<file path="src/bmf_pkg.sv">
`timescale 1ns / 1ps
// bmf_pkg: shared types and constants of the box mean filter core.
// No dependencies.
package bmf_pkg;

  localparam int CFG_W = 11;
  localparam int PIX_W = 8;
  localparam int KER_W = 3;
  localparam int IDX_W = 2;

  localparam logic [IDX_W-1:0] REG_WIDTH  = 2'd0;
  localparam logic [IDX_W-1:0] REG_HEIGHT = 2'd1;
  localparam logic [IDX_W-1:0] REG_KERNEL = 2'd2;

  typedef enum logic [2:0] {
    S_IDLE,
    S_READ,
    S_DRAIN,
    S_START,
    S_DIV,
    S_OUT
  } bmf_state_e;

endpackage

</file>
<file path="src/bmf_div.sv">
`timescale 1ns / 1ps
// bmf_div: restoring divider, one quotient bit per cycle.
// Depends on bmf_pkg.
module bmf_div import bmf_pkg::*; #(
  parameter int NW = 14,
  parameter int DW = 6
) (
  input  logic          clk_i,
  input  logic          rst_ni,
  input  logic          start_i,
  input  logic [NW-1:0] num_i,
  input  logic [DW-1:0] den_i,
  output logic          done_o,
  output logic [NW-1:0] quo_o
);

  localparam int CNTW = $clog2(NW + 1);

  logic            busy_q, busy_d;
  logic            done_q, done_d;
  logic [CNTW-1:0] cnt_q, cnt_d;
  logic [NW-1:0]   num_q, num_d;
  logic [DW:0]     rem_q, rem_d;
  logic [DW:0]     rem_s;
  logic            ge;

  always_comb begin
    rem_s  = {rem_q[DW-1:0], num_q[NW-1]};
    ge     = rem_s >= {1'b0, den_i};
    busy_d = busy_q;
    done_d = 1'b0;
    cnt_d  = cnt_q;
    num_d  = num_q;
    rem_d  = rem_q;
    if (start_i) begin
      busy_d = 1'b1;
      cnt_d  = CNTW'(NW);
      num_d  = num_i;
      rem_d  = '0;
    end else if (busy_q) begin
      rem_d = ge ? (rem_s - {1'b0, den_i}) : rem_s;
      num_d = {num_q[NW-2:0], ge};
      cnt_d = cnt_q - CNTW'(1);
      if (cnt_q == CNTW'(1)) begin
        busy_d = 1'b0;
        done_d = 1'b1;
      end
    end
  end

  always_ff @(posedge clk_i or negedge rst_ni) begin
    if (!rst_ni) begin
      busy_q <= 1'b0;
      done_q <= 1'b0;
      cnt_q  <= '0;
    end else begin
      busy_q <= busy_d;
      done_q <= done_d;
      cnt_q  <= cnt_d;
    end
  end

  always_ff @(posedge clk_i) begin
    num_q <= num_d;
    rem_q <= rem_d;
  end

  assign done_o = done_q;
  assign quo_o  = num_q;

endmodule

</file>
<file path="config.mk">
export PLATFORM = sky130hd
export DESIGN_NAME = bmf_div
export DESIGN_NICKNAME = d
export VERILOG_FILES = /design/src/bmf_pkg.sv /design/src/bmf_div.sv
export SDC_FILE = /design/constraint.sdc
export NUM_CORES = 1
export LEC_CHECK = 0
export BUFFER_PORTS_ARGS = -buffer_cell sky130_fd_sc_hd__buf_4
export CORE_ASPECT_RATIO = 1.25
export CORE_MARGIN = 1.5
export CORE_UTILIZATION = 48
export DETAILED_ROUTE_END_ITERATION = 10
export GPL_ROUTABILITY_DRIVEN = 1
export PLACE_DENSITY = 0.74
export SKIP_LAST_GASP = 1
export SLEW_MARGIN = 15
export SYNTH_ARGS = -nofsm -noshare
export SYNTH_HDL_FRONTEND = slang
export SYNTH_SLANG_ARGS = --single-unit
</file>
<file path="constraint.sdc">
create_clock -name clk_i -period 3.3 [get_ports clk_i]
set_clock_uncertainty 0.1 [all_clocks]
set_input_delay 0.33 -clock clk_i [delete_from_list [all_inputs] [get_ports clk_i]]
set_output_delay 0.33 -clock clk_i [all_outputs]
set_load 0.01 [all_outputs]
</file>
## Word level (Yosys, flattened, before mapping)

Index checks and enable logic that the tools add are counted.

| operators by class | value |
|---|---|
| add/sub/neg operators | 2 |
| order comparisons | 1 |
| equality and inequality tests | 1 |
| muxes and demuxes | 11 |
| reduce and logical (&&, ||, !) cells | 1 |

Operator list:

| kind | number |
|---|---|
| $mux 14 | 2 |
| $mux 4 | 2 |
| $ge 7x6->1 | 1 |
| $mux 1 | 6 |
| $mux 6 | 1 |
| $sub 6x6->6 | 1 |
| $eq 4x1->1 const B | 1 |
| $sub 4x1->4 const B | 1 |
| $reduce_bool 2->1 | 1 |

| word-level totals | value |
|---|---|
| register bits after elaboration | 26 |
| output and inout port bits | 15 |
| logic and storage cells | 21 |

## Logic depth before layout (Yosys ltp)

| depth | value |
|---|---|
| depth in word-level cells | 4 |
| mapped depth | 8 |
| gate-level depth less buffers | 8 |

## Worst setup path after synthesis

Ideal clock, no wire load.

| timing path | value |
|---|---|
| path kind | input port to flip-flop |
| start point | input port den_i[4] |
| end point | register num_q[0], in the netlist quo_o[0], data pin |
| arrival | 1.704 ns |
| data required time | 2.940 ns |
| slack | 1.236 ns |
| stages | 7 |
| buffers on the path | 1 |
| cells stage by stage | inv_1 > ha_1 > a21o_1 > a211o_1 > a41o_1 > buf_6 > mux2_2 |

| on the way | value |
|---|---|
| cells in the longest elaborated chain, start to end | 3 |

Ends and longest elaborated chain:

| item | RTL line | source |
|---|---|---|
| from (decl) | bmf_div.sv:12 | `input logic [DW-1:0] den_i,` |
| $ge 7x6->1 | bmf_div.sv:29 | `ge = rem_s >= {1'b0, den_i};` |
| $mux 14 | bmf_div.sv:40 | `end else if (busy_q) begin` |
| $mux 14 | bmf_div.sv:35 | `if (start_i) begin` |
| via num_d[0] | bmf_div.sv:22 | `logic [NW-1:0] num_q, num_d;` |
| to (signal assigned) | bmf_div.sv:64 | `num_q <= num_d;` |
| to (decl) | bmf_div.sv:22 |  |

The timed path passes the listed nets, and every way through them passes these cells. The select of a mux whose other input is x is not followed.
A chain may end at the register's enable or synchronous reset.

## Worst setup path after layout

| timing path | value |
|---|---|
| start point | register rem_q[3] |
| end point | register num_q[0], in the netlist quo_o[0], data pin |

| on the way | value |
|---|---|
| cells in the longest elaborated chain, start to end | 3 |

Ends and longest elaborated chain:

| item | RTL line | source |
|---|---|---|
| from (decl) | bmf_div.sv:23 | `logic [DW:0] rem_q, rem_d;` |
| from (signal assigned) | bmf_div.sv:65 | `rem_q <= rem_d;` |
| $ge 7x6->1 | bmf_div.sv:29 |  |
| $mux 14 | bmf_div.sv:40 |  |
| $mux 14 | bmf_div.sv:35 |  |
| via num_d[0] | bmf_div.sv:22 |  |

The timed path passes the listed nets, and every way through them passes these cells. The select of a mux whose other input is x is not followed.

==> impl_metrics.yaml <==
yosys:
  ys.warnings.count: 0
  seq_area_frac_synth: 0.472
  syn_area_um2: 1460
  synth-seq-cells: 26
  synth_cell_types: 34
  synth_fp_nets: 165
  synthTopCellsByArea: "edfxtp_1, mux2_2, dfrtp_1"
  synthCells: 132
  yosys.area.top_type_share: 0.287
  synth_top_cell_by_area: "edfxtp_1"
  syn_avg_cell_area_um2: 11.1
clock_tree:
  path_clk_slew_ns: 0.14
  h-tree-depth: 1
  clk_latency_ns: 0.32
  cts_buffer_depth: 2
  cts_made_buffers: 3
  cts-root-buf: "clkbuf_4"
  cts_tree: "built"
  clock_sinks: 26
detailed_routing:
  wl_met2_mm: 1.39
  met3_length_um: 172
  post_drt_wl_per_cell_um: 13.5
  met1_length_mm: 1.11
  drc: 0
  vias_per_cell: 5.27
  vias: 1076
  routed_wl_mm: 2.75
  top_layer: "met4"
  first_pass_iters: 4
  initialDrtViolationCount: 20
  final_antenna_net_count: 0
pwr:
  comb_power_share: 0.345
  power_frac_seq: 0.435
  clkPwrFrac: 0.220
  p_leak_uw: 0.000818
  p_sw_uw: 292
  p_int_uw: 695
  switching_share: 0.296
  vdd_ir_drop_max_mv: 0.321
  powerDensity_nw_per_um2: 543
sta:
  timing.final.crit_share: 0.675
  relSlewSlack: 0.614
  worstMarginPinSlew_ns: 0.578
  rsz0062_at_grt: "no"
  slew_violations: 0
  setup_viol: 0
  hold_viol: 0
  fin_setup_tns_ns: 0
  max_freq_ghz: 0.449
  fin_crit_ns: 2.23
flow_run:
  drv_cap: 0
floorplanning:
  die_w_um: 52.4
  die_area_um2: 3390
  die_h_um: 64.7
  initial_core_util: 0.501
  coreArea_um2: 2920
  ioPinCount: 38
  fp-row-count: 22
setup_path:
  cp.required_ns: 3.29
  reg2reg_slack_ns: 1.07
  rr_worst_depth: 5
  r2r_end: "quo_o[0]"
  critPathCaptureType: "register"
  worstSetupPathType: "reg2reg"
  path_max_fanout: 10
  reg2reg_from: "rem_q[3]"
  cp.arrival_ns: 2.22
  cp-start-kind: "register"
place:
  hpwl_mm: 2.08
  io_buffers: 37
  place_congestion: 0.710
final_layout:
  fin_util: 0.623
  area_growth_pct: 24.3
  nets: 202
  antenna_cells: 0
  layout_common_cells: "buf_4, mux2_2, edfxtp_1, nor2_1, inv_1"
  final_common_cell: "buf_4"
  drive_gt1_frac: 0.351
hold_path:
  hold_path.class: "in2reg"
  holdPathEnd: "quo_o[2]"
  min-delay-start: "num_i[2]"
  hold_depth: 2
grt:
  grt_remaining_overflow: 0
  grt_use_total: 0.178
  first_global_vias: 1051
  antenna_found_initial: 0
  grt_pass1_wl_mm: 4.51
  grt_max_degree: 30
outcome:
  status: "complete, no violations"
registers in the layout (all words and copies together), names as in the netlist:
signal,count
done_o,1
busy_q,1
rem_q,6
quo_o,14
cnt_q,4
final cells by class:
class                   instances  area [um^2]
fillers                       232         1100
multi-input cells              89          701
flip-flops and latches         26          691
repair buffers                 38          288
well taps                      36         45.0
inverters                      11         41.3
clock inverters                 1         30.0
clock buffers                   3         22.5
cells by family after synthesis:
logic type / synth area share
muxes: 0.136
AOI/OAI and AO/OA: 0.109
adders and majority gates: 0.0907
DFF: 0.472
buffers and inverters: 0.0488
and+or+nand+nor: 0.114
xor gates and xnor gates: 0.0299
layer usage:
layer | global-route usage | vias to the layer above
li1 | - | 534
met1 | 0.201 | 496
met2 | 0.325 | 39
met3 | 0.0184 | 7
met4 | 0.0801 | 0
met5 | 0 | -
synth_stat cells:
master and count:
mux2_2 15, edfxtp_1 14, nor2_1 13, inv_1 11
ha_1 9, dfrtp_1 6, dfxtp_1 6, nand2_1 6
a21oi_1 5, nand2b_1 5, o21ai_0 5, clkbuf_1 4
a211oi_1 3, mux2i_1 3, xnor2_1 3, a21o_1 2
nor2b_1 2, nor3b_1 2, o311ai_0 2, xor2_1 2
a211o_1 1, a211oi_2 1, a22oi_1 1, a41o_1 1
and3_1 1, buf_1 1, buf_6 1, fa_1 1
nor4b_1 1, o21a_1 1, o21bai_1 1, or2_2 1
or3_1 1, or3b_2 1
power groups by stage:
stage	clock network [uW]	registers [uW]	logic (uW)
6_report	217	429	341
5_1_grt	236	436	380
4_1_cts	219	430	343
3_5_place_dp	0	437	340
3_3_place_gp	0	434	328
2_1_floorplan	0	440	240
critical path, cell delays in order (launching register included):
cell	delay (ns)
dfxtp_1	0.43
ha_1	0.31
a21o_1	0.18
a211o_1	0.30
a41o_1	0.35
mux2_2	0.32
timing repair:
action | 4_1_cts | 5_1_grt
buffers inserted | 0 | 0
resized for setup | 0 | 0
hold buffers | 1 | 0
hold endpoints to repair | 6 | 0
metrics by stage:
step	power, uW	area [um^2]	std cells	hold WS, ns	setup WS (ns)
after CTS	992	1820	204	0.200	1.10
after global placement	763	1760	199	0.0390	1.10
after floorplan	680	1460	132	-0.0656	1.24
after global routing	1050	1820	204	0.187	1.02
after detailed placement	776	1760	199	0.0434	1.01
final	987	1820	204	0.202	1.07
worst max path at each step:
stage | cells past startpoint | slack, ns | to | from
after floorplan | 7 | 1.24 | quo_o[0] | den_i[4]
after global placement | 7 | 1.10 | quo_o[0] | den_i[4]
after detailed placement | 7 | 1.01 | quo_o[0] | den_i[4]
after CTS | 5 | 1.10 | quo_o[0] | rem_q[3]
after global routing | 8 | 1.02 | rem_q[4] | quo_o[13]
final | 5 | 1.07 | quo_o[0] | rem_q[3]
Power figures use the tool's default switching activity.
